File: src/rtl/ppc_pkg.sv
package ppc_pkg;

  localparam int unsigned COORD_BITS_DEF = 16;

  localparam int unsigned CFG_IDX_W  = 3;
  localparam int unsigned CFG_DATA_W = 32;
  localparam int unsigned DIST_W     = 32;
  localparam int unsigned HEIGHT_W   = 16;
  localparam int unsigned SIDE_W     = 15;

  typedef enum logic [CFG_IDX_W-1:0] {
    REG_HEIGHT_MIN     = 3'd0,
    REG_HEIGHT_MAX     = 3'd1,
    REG_FORWARD_MIN    = 3'd2,
    REG_SIDE_MIN       = 3'd3,
    REG_NEAR_RADIUS_SQ = 3'd4
  } cfg_reg_e;

  localparam logic signed [15:0]       HEIGHT_MIN_RST     = 16'sd75;
  localparam logic signed [15:0]       HEIGHT_MAX_RST     = 16'sd500;
  localparam logic signed [15:0]       FORWARD_MIN_RST    = 16'sd250;
  localparam logic [SIDE_W-1:0]        SIDE_MIN_RST       = 15'd300;
  localparam logic [DIST_W-1:0]        NEAR_RADIUS_SQ_RST = 32'd902500;

  typedef struct packed {
    logic signed [15:0]  height_min;
    logic signed [15:0]  height_max;
    logic signed [15:0]  forward_min;
    logic [SIDE_W-1:0]   side_min;
    logic [DIST_W-1:0]   near_radius_sq;
  } cfg_t;

endpackage

File: src/rtl/ppc_front.sv
module ppc_front #(
  parameter int unsigned COORD_BITS = ppc_pkg::COORD_BITS_DEF
) (
  input  logic                          in_valid_i,
  output logic                          in_stall_o,
  input  logic signed [COORD_BITS-1:0]  point_x_i,
  input  logic signed [COORD_BITS-1:0]  point_y_i,
  input  logic signed [COORD_BITS-1:0]  point_z_i,
  input  logic                          is_last_i,
  input  ppc_pkg::cfg_t                 cfg_i,
  output logic                          push_o,
  output logic [2*COORD_BITS+ppc_pkg::HEIGHT_W+1:0] push_data_o,
  input  logic                          full_i
);

  localparam int unsigned CW = (COORD_BITS > 16) ? COORD_BITS : 16;
  localparam int unsigned SW = (COORD_BITS > ppc_pkg::SIDE_W) ? COORD_BITS : ppc_pkg::SIDE_W;

  logic signed [CW-1:0]          x_ext;
  logic signed [CW-1:0]          z_ext;
  logic signed [CW-1:0]          hmin_ext;
  logic signed [CW-1:0]          hmax_ext;
  logic signed [CW-1:0]          fmin_ext;
  logic [COORD_BITS-1:0]         ax;
  logic [COORD_BITS-1:0]         ay;
  logic                          close_pt;
  logic                          counts;
  logic [ppc_pkg::HEIGHT_W-1:0]  z16;

  assign x_ext    = CW'(point_x_i);
  assign z_ext    = CW'(point_z_i);
  assign hmin_ext = CW'(cfg_i.height_min);
  assign hmax_ext = CW'(cfg_i.height_max);
  assign fmin_ext = CW'(cfg_i.forward_min);

  assign ax = point_x_i[COORD_BITS-1] ? COORD_BITS'(~$unsigned(point_x_i) + 1'b1)
                                      : $unsigned(point_x_i);
  assign ay = point_y_i[COORD_BITS-1] ? COORD_BITS'(~$unsigned(point_y_i) + 1'b1)
                                      : $unsigned(point_y_i);

  assign close_pt = (SW'(ay) < SW'(cfg_i.side_min)) && (x_ext < fmin_ext);
  assign counts   = (z_ext > hmin_ext) && (z_ext < hmax_ext) && (x_ext > fmin_ext) && !close_pt;
  assign z16      = z_ext[ppc_pkg::HEIGHT_W-1:0];

  assign in_stall_o  = full_i;
  assign push_o      = in_valid_i && !full_i;
  assign push_data_o = {counts, ax, ay, z16, is_last_i};

endmodule

File: src/rtl/ppc_queue.sv
module ppc_queue #(
  parameter int unsigned WIDTH = 8
) (
  input  logic             clk_i,
  input  logic             rst_ni,
  input  logic             push_i,
  input  logic [WIDTH-1:0] push_data_i,
  output logic             full_o,
  output logic             pop_valid_o,
  output logic [WIDTH-1:0] pop_data_o,
  input  logic             pop_i
);

  logic [WIDTH-1:0] mem_q [2];
  logic             wr_ptr_q;
  logic             rd_ptr_q;
  logic [1:0]       count_q;

  assign full_o      = (count_q == 2'd2);
  assign pop_valid_o = (count_q != 2'd0);
  assign pop_data_o  = mem_q[rd_ptr_q];

  always_ff @(posedge clk_i or negedge rst_ni) begin
    if (!rst_ni) begin
      wr_ptr_q <= 1'b0;
      rd_ptr_q <= 1'b0;
      count_q  <= 2'd0;
    end else begin
      if (push_i) begin
        wr_ptr_q <= ~wr_ptr_q;
      end
      if (pop_i) begin
        rd_ptr_q <= ~rd_ptr_q;
      end
      if (push_i && !pop_i) begin
        count_q <= count_q + 2'd1;
      end else if (pop_i && !push_i) begin
        count_q <= count_q - 2'd1;
      end
    end
  end

  always_ff @(posedge clk_i) begin
    if (push_i) begin
      mem_q[wr_ptr_q] <= push_data_i;
    end
  end

endmodule

File: src/rtl/ppc_back.sv
module ppc_back #(
  parameter int unsigned COORD_BITS = ppc_pkg::COORD_BITS_DEF
) (
  input  logic                                      clk_i,
  input  logic                                      rst_ni,
  input  logic                                      pop_valid_i,
  input  logic [2*COORD_BITS+ppc_pkg::HEIGHT_W+1:0] pop_data_i,
  output logic                                      pop_o,
  input  logic [ppc_pkg::DIST_W-1:0]                near_radius_sq_i,
  output logic                                      out_valid_o,
  input  logic                                      out_stall_i,
  output logic                                      is_obstacle_o,
  output logic                                      proximity_o,
  output logic [ppc_pkg::DIST_W-1:0]                min_dist_sq_o,
  output logic signed [ppc_pkg::HEIGHT_W-1:0]       height_at_min_o,
  output logic                                      cloud_done_o
);

  localparam int unsigned PW = 2 * COORD_BITS;
  localparam int unsigned KW = (PW > ppc_pkg::DIST_W) ? PW : ppc_pkg::DIST_W;

  logic                          q_counts;
  logic [COORD_BITS-1:0]         q_ax;
  logic [COORD_BITS-1:0]         q_ay;
  logic [ppc_pkg::HEIGHT_W-1:0]  q_z;
  logic                          q_last;

  logic                          en;

  logic                          a_valid_q;
  logic                          a_counts_q;
  logic [PW-1:0]                 a_sqx_q;
  logic [PW-1:0]                 a_sqy_q;
  logic [ppc_pkg::HEIGHT_W-1:0]  a_z_q;
  logic                          a_last_q;

  logic [PW-1:0]                 sum_sq;
  logic                          near;
  logic                          better;

  logic                          any_near_q;
  logic [ppc_pkg::DIST_W-1:0]    best_dist_q;
  logic [ppc_pkg::HEIGHT_W-1:0]  best_height_q;
  logic                          any_near_d;
  logic [ppc_pkg::DIST_W-1:0]    best_dist_d;
  logic [ppc_pkg::HEIGHT_W-1:0]  best_height_d;

  logic                          out_valid_q;
  logic                          obst_q;
  logic                          prox_q;
  logic [ppc_pkg::DIST_W-1:0]    min_dist_q;
  logic [ppc_pkg::HEIGHT_W-1:0]  height_q;
  logic                          done_q;

  assign {q_counts, q_ax, q_ay, q_z, q_last} = pop_data_i;

  assign en    = !out_valid_q || !out_stall_i;
  assign pop_o = pop_valid_i && en;

  assign sum_sq = PW'(a_sqx_q + a_sqy_q);
  assign near   = a_counts_q && (KW'(sum_sq) < KW'(near_radius_sq_i));
  assign better = near && (KW'(best_dist_q) > KW'(sum_sq));

  always_comb begin
    any_near_d    = any_near_q || near;
    best_dist_d   = better ? ppc_pkg::DIST_W'(sum_sq) : best_dist_q;
    best_height_d = better ? a_z_q : best_height_q;
  end

  always_ff @(posedge clk_i or negedge rst_ni) begin
    if (!rst_ni) begin
      a_valid_q     <= 1'b0;
      out_valid_q   <= 1'b0;
      any_near_q    <= 1'b0;
      best_dist_q   <= '1;
      best_height_q <= '0;
    end else if (en) begin
      a_valid_q   <= pop_valid_i;
      out_valid_q <= a_valid_q;
      if (a_valid_q) begin
        if (a_last_q) begin
          any_near_q    <= 1'b0;
          best_dist_q   <= '1;
          best_height_q <= '0;
        end else begin
          any_near_q    <= any_near_d;
          best_dist_q   <= best_dist_d;
          best_height_q <= best_height_d;
        end
      end
    end
  end

  always_ff @(posedge clk_i) begin
    if (en) begin
      a_counts_q <= q_counts;
      a_sqx_q    <= PW'(q_ax) * PW'(q_ax);
      a_sqy_q    <= PW'(q_ay) * PW'(q_ay);
      a_z_q      <= q_z;
      a_last_q   <= q_last;
      obst_q     <= near;
      prox_q     <= any_near_d;
      min_dist_q <= best_dist_d;
      height_q   <= best_height_d;
      done_q     <= a_last_q;
    end
  end

  assign out_valid_o     = out_valid_q;
  assign is_obstacle_o   = obst_q;
  assign proximity_o     = prox_q;
  assign min_dist_sq_o   = min_dist_q;
  assign height_at_min_o = $signed(height_q);
  assign cloud_done_o    = done_q;

endmodule

File: src/rtl/point_proximity_checker_top.sv
// Channel  Direction  Handshake            Payload
// in       input      in_valid/in_stall    point_x, point_y, point_z, is_last
// out      output     out_valid/out_stall  is_obstacle, proximity, min_dist_sq,
//                                          height_at_min, cloud_done
// cfg      input      cfg_valid/cfg_ready  cfg_index, cfg_data
//
// One point per cycle while the output is not stalled; a point passes the queue entry,
// the squaring stage, then the compare and minimum update into the output register.
// A two-entry queue splits the classifier from the squaring and update pipe.
// Reset is asynchronous, active low; only control, state and config registers reset.
// A stalled output holds the back pipe; input stalls only when the queue is full.
module point_proximity_checker_top #(
  parameter int unsigned COORD_BITS = ppc_pkg::COORD_BITS_DEF
) (
  input  logic                                  clk_i,
  input  logic                                  rst_ni,
  input  logic                                  in_valid_i,
  output logic                                  in_stall_o,
  input  logic signed [COORD_BITS-1:0]          point_x_i,
  input  logic signed [COORD_BITS-1:0]          point_y_i,
  input  logic signed [COORD_BITS-1:0]          point_z_i,
  input  logic                                  is_last_i,
  output logic                                  out_valid_o,
  input  logic                                  out_stall_i,
  output logic                                  is_obstacle_o,
  output logic                                  proximity_o,
  output logic [ppc_pkg::DIST_W-1:0]            min_dist_sq_o,
  output logic signed [ppc_pkg::HEIGHT_W-1:0]   height_at_min_o,
  output logic                                  cloud_done_o,
  input  logic                                  cfg_valid_i,
  output logic                                  cfg_ready_o,
  input  logic [ppc_pkg::CFG_IDX_W-1:0]         cfg_index_i,
  input  logic [ppc_pkg::CFG_DATA_W-1:0]        cfg_data_i
);

  localparam int unsigned QW = 2 * COORD_BITS + ppc_pkg::HEIGHT_W + 2;

  ppc_pkg::cfg_t   cfg_q;
  logic            push;
  logic [QW-1:0]   push_data;
  logic            full;
  logic            pop_valid;
  logic [QW-1:0]   pop_data;
  logic            pop;

  assign cfg_ready_o = 1'b1;

  always_ff @(posedge clk_i or negedge rst_ni) begin
    if (!rst_ni) begin
      cfg_q.height_min     <= ppc_pkg::HEIGHT_MIN_RST;
      cfg_q.height_max     <= ppc_pkg::HEIGHT_MAX_RST;
      cfg_q.forward_min    <= ppc_pkg::FORWARD_MIN_RST;
      cfg_q.side_min       <= ppc_pkg::SIDE_MIN_RST;
      cfg_q.near_radius_sq <= ppc_pkg::NEAR_RADIUS_SQ_RST;
    end else if (cfg_valid_i && cfg_ready_o) begin
      unique case (cfg_index_i)
        ppc_pkg::REG_HEIGHT_MIN:     cfg_q.height_min     <= $signed(cfg_data_i[15:0]);
        ppc_pkg::REG_HEIGHT_MAX:     cfg_q.height_max     <= $signed(cfg_data_i[15:0]);
        ppc_pkg::REG_FORWARD_MIN:    cfg_q.forward_min    <= $signed(cfg_data_i[15:0]);
        ppc_pkg::REG_SIDE_MIN:       cfg_q.side_min       <= cfg_data_i[ppc_pkg::SIDE_W-1:0];
        ppc_pkg::REG_NEAR_RADIUS_SQ: cfg_q.near_radius_sq <= cfg_data_i;
        default: begin
        end
      endcase
    end
  end

  ppc_front #(
    .COORD_BITS(COORD_BITS)
  ) u_front (
    .in_valid_i  (in_valid_i),
    .in_stall_o  (in_stall_o),
    .point_x_i   (point_x_i),
    .point_y_i   (point_y_i),
    .point_z_i   (point_z_i),
    .is_last_i   (is_last_i),
    .cfg_i       (cfg_q),
    .push_o      (push),
    .push_data_o (push_data),
    .full_i      (full)
  );

  ppc_queue #(
    .WIDTH(QW)
  ) u_queue (
    .clk_i       (clk_i),
    .rst_ni      (rst_ni),
    .push_i      (push),
    .push_data_i (push_data),
    .full_o      (full),
    .pop_valid_o (pop_valid),
    .pop_data_o  (pop_data),
    .pop_i       (pop)
  );

  ppc_back #(
    .COORD_BITS(COORD_BITS)
  ) u_back (
    .clk_i            (clk_i),
    .rst_ni           (rst_ni),
    .pop_valid_i      (pop_valid),
    .pop_data_i       (pop_data),
    .pop_o            (pop),
    .near_radius_sq_i (cfg_q.near_radius_sq),
    .out_valid_o      (out_valid_o),
    .out_stall_i      (out_stall_i),
    .is_obstacle_o    (is_obstacle_o),
    .proximity_o      (proximity_o),
    .min_dist_sq_o    (min_dist_sq_o),
    .height_at_min_o  (height_at_min_o),
    .cloud_done_o     (cloud_done_o)
  );

endmodule

File: config.mk
export PLATFORM = sky130hd
export DESIGN_NAME = point_proximity_checker_top
export DESIGN_NICKNAME = d
export VERILOG_FILES = /design/src/rtl/ppc_pkg.sv /design/src/rtl/ppc_front.sv /design/src/rtl/ppc_queue.sv /design/src/rtl/ppc_back.sv /design/src/rtl/point_proximity_checker_top.sv
export SDC_FILE = /design/constraint.sdc
export NUM_CORES = 2
export LEC_CHECK = 0
export BUFFER_PORTS_ARGS = -buffer_cell sky130_fd_sc_hd__buf_2
export CELL_PAD_IN_SITES_DETAIL_PLACEMENT = 0
export CELL_PAD_IN_SITES_GLOBAL_PLACEMENT = 1
export CORE_UTILIZATION = 30
export CTS_CLUSTER_DIAMETER = 80
export CTS_CLUSTER_SIZE = 12
export DETAILED_ROUTE_END_ITERATION = 6
export PLACE_DENSITY_LB_ADDON = 0.1
export REMOVE_ABC_BUFFERS = 1
export SLEW_MARGIN = 0
export SYNTH_ARGS = -nofsm -noshare
export SYNTH_HDL_FRONTEND = slang
export SYNTH_SLANG_ARGS = --single-unit
File: constraint.sdc
create_clock -name clk_i -period 19.75 [get_ports clk_i]
set_clock_uncertainty 0.05 [all_clocks]
set_input_delay 3.95 -clock clk_i [delete_from_list [all_inputs] [get_ports clk_i]]
set_output_delay 3.95 -clock clk_i [all_outputs]
set_load 0.02 [all_outputs]
==> results.toml <==
[status]
status = "finished, final reports clean"

[yosys]
synth_warnings = 0
synth_area_leaders = "edfxtp_1 22%, fa_1 21%, ha_1 13%, inv_1 7.5%, dfrtp_1 6.1%"
synth-adder-area-share = 0.338
synth_xor_area_frac = 0.0329
async_flop_share = 0.369
synth_top_family_by_area = "adder cells"
ys_ff_latch = 366
yosysSeqAreaShare = 0.328
synth-main-ff-cell = "edfxtp_1"
netlist.area_leader.share = 0.219
yosysUniqueCellTypes = 73
synthMuxAreaShare = 0.0314
yosys.area_share.simple = 0.0881
yosysTopAreaCell = "edfxtp_1"
netlist_instances = 3049
synth-edff-count = 231
avgSynthCellArea_um2 = 10.4
synth_compound_area_frac = 0.0971
netlist_area_um2 = 31600

[clocking]
cts_tree = "built"
clk_pin_slew_worst_paths_ns = 0.06
post_cts_buffers = 0
clock-root-buffer = "clkbuf_16"
clock_path_buffers = 3
clkLatencyLatePin_ns = 0.58
cts_sinks = 366
numCtsBuffers = 38
htree_levels = 2
cts_hold_buffers = 0
ctsResizeCount = 0

[global_route]
grt.overflow.total = 0
grt_pass1_vias = 23408
antenna_found_initial = 8
grt_first_pass_wirelength_um = 140000
grt_max_degree = 76
grtUsageTotal = 0.172

[drt]
vias = 21459
wl_per_cell_um = 19.5
viasPerCell = 4.66
firstDrtPassIters = 5
ant_nets = 0
first_iter_violations = 994
drt-total-wl_um = 90000
drc = 0

[timing]
finalHoldViolCount = 0
fmax_ghz = 0.116
finalSetupTns_ns = 0
finalCritPeriodShare = 0.437
drv_slew = 0
rsz0062_at_grt = "no"
period_needed_ns = 8.63
finalSetupViolCount = 0
worstMarginPinSlew_ns = 1.05
slew_headroom = 0.282

[layout]
antenna_cells = 0
area_growth_pct = 11.5
layout.nets = 3943
drive_gt1_frac = 0.107

[worst_setup_path]
critPathRequiredTime_ns = 20.01
cp.arrival_ns = 8.88
startpoint_type = "register"
critPathKind = "reg -> reg"
endpoint_kind = "register"
critPathMaxFanout = 38

[place]
port_buffers = 141
gp_congestion = 0.844
dp_hpwl_um = 72200

[die]
floorplan.die_area_um2 = 107000
ios = 143
core_um2 = 104000
die_w_um = 327
die_h_um = 327
initial_utilization = 0.304
rows = 118

[hold_path]
hold_class = "reg -> reg"

[job]
drv_cap = 0
==> path summary, 6_finish.rpt <==
| check | from | end | slack, ns | cells past startpoint |
|---|---|---|---|---|
| min reg2reg | u_back.a_z_q[8] | u_back.best_height_q[8] | 0.43 | 1 |
| max | u_queue.rd_ptr_q | u_back.a_sqy_q[26] | 11.12 | 25 |
| max in group asynchronous | rst_ni | cfg_q[30] | 14.89 | 2 |
| min | u_back.a_z_q[8] | u_back.best_height_q[8] | 0.43 | 1 |
| max reg2reg | u_queue.rd_ptr_q | u_back.a_sqy_q[26] | 11.12 | 25 |
| min in group asynchronous | rst_ni | u_back.best_height_q[4] | 3.36 | 1 |
==> stage by stage <==
stage          instance area, um2  utilization  setup slack (ns)  std cells  hold slack [ns]
2_1_floorplan               31400            -             10.84       2983            0.401
3_3_place_gp                34100        0.327             11.14       4535            0.416
3_5_place_dp                34100        0.327             11.03       4535            0.428
4_1_cts                     35300        0.339             10.97       4605            0.432
5_1_grt                     35300        0.339             10.49       4605            0.452
6_report                    35300        0.339             11.12       4605            0.427
==> routing by layer <==
metal / part of all wire / up-vias / track usage
met5: 0.00030 / - / 0
met4: 0.019 / 4 / 0.0349
met3: 0.043 / 97 / 0.0271
met2: 0.48 / 349 / 0.292
met1: 0.46 / 10752 / 0.231
li1: - / 10257 / -
==> cell type report <==
cell class	count	area [um2]
Fill cell	10641	68800
Multi-Input combinational cell	1977	18600
Sequential cell	366	10400
Inverter	640	2400
Tap cell	1380	1730
Clock buffer	65	1090
Timing Repair Buffer	172	945
Clock inverter	5	85.1
==> cell usage in the layout (no fill, tap or decap), types with 10 or more instances in the layout <==
cell type,count
mux2_2,41
mux2_1,26
buf_4,31
inv_1,631
a21o_1,77
nand4_1,29
edfxtp_1,231
nand3_1,19
clkbuf_1,24
o211ai_1,10
nor2_1,169
nor3_1,30
o21ai_0,113
dfstp_2,58
clkbuf_16,39
dfrtp_1,76
o21a_1,17
o22a_1,10
o21bai_1,10
nand2b_1,17
and3_1,13
buf_2,140
xnor2_1,85
o21ai_1,41
a2bb2oi_1,22
or3_1,13
nand2_1,296
xor2_1,34
a21oi_1,88
nor2b_1,18
a22o_1,15
ha_1,335
mux2i_1,23
fa_1,324
==> sequential cells by signal, summed over array words and instances (netlist names), 2 cells and up <==
name and count:
cfg_q 80, u_back.a_sqx_q 31, u_back.a_sqy_q 31, u_back.a_z_q 16, u_back.best_dist_q 32, u_back.best_height_q 16
u_back.height_at_min_o 16, u_back.min_dist_sq_o 32, u_queue.count_q 2, u_queue.mem_q 100
==> kinds of logic after synthesis <==
family,after synthesis
adder cells (fa/ha/maj),659
multiplexers,91
AO/OA/AOI/OAI,469
flip-flops,366
AND/OR/NAND/NOR,638
XOR/XNOR,119
buffers and inverters,706
other,1
==> Yosys cell counts (24+ instances only) <==
cell type / number
edfxtp_1: 231
dfstp_2: 58
xnor2_1: 85
nand4_1: 29
o21ai_0: 113
nor3_1: 31
mux2_2: 41
fa_1: 324
ha_1: 335
a21oi_1: 88
mux2i_1: 24
xor2_1: 34
nor2_1: 172
clkbuf_1: 44
nand2_1: 297
dfrtp_1: 77
mux2_1: 26
a21o_1: 77
o21ai_1: 41
inv_1: 631
==> worst max-delay path: stages (launching register included) <==
cell      delay [ns]
dfrtp_4         0.70
buf_4           0.58
mux2i_1         0.93
inv_1           0.57
nand2_1         0.28
inv_1           0.08
fa_1            0.54
inv_1           0.05
fa_1            0.47
inv_1           0.05
fa_1            0.48
fa_1            0.51
fa_1            0.49
inv_1           0.05
fa_1            0.47
inv_1           0.04
ha_1            0.35
o21a_1          0.22
o211ai_1        0.27
o21ai_1         0.16
a31oi_1         0.21
a21oi_1         0.10
o21ai_1         0.23
nand2b_1        0.10
a211oi_1        0.26
nor2_1          0.07
Power is left out: the tool's default activity adds up to more than one toggle a clock period on the data nets, which glitch-free logic cannot reach.
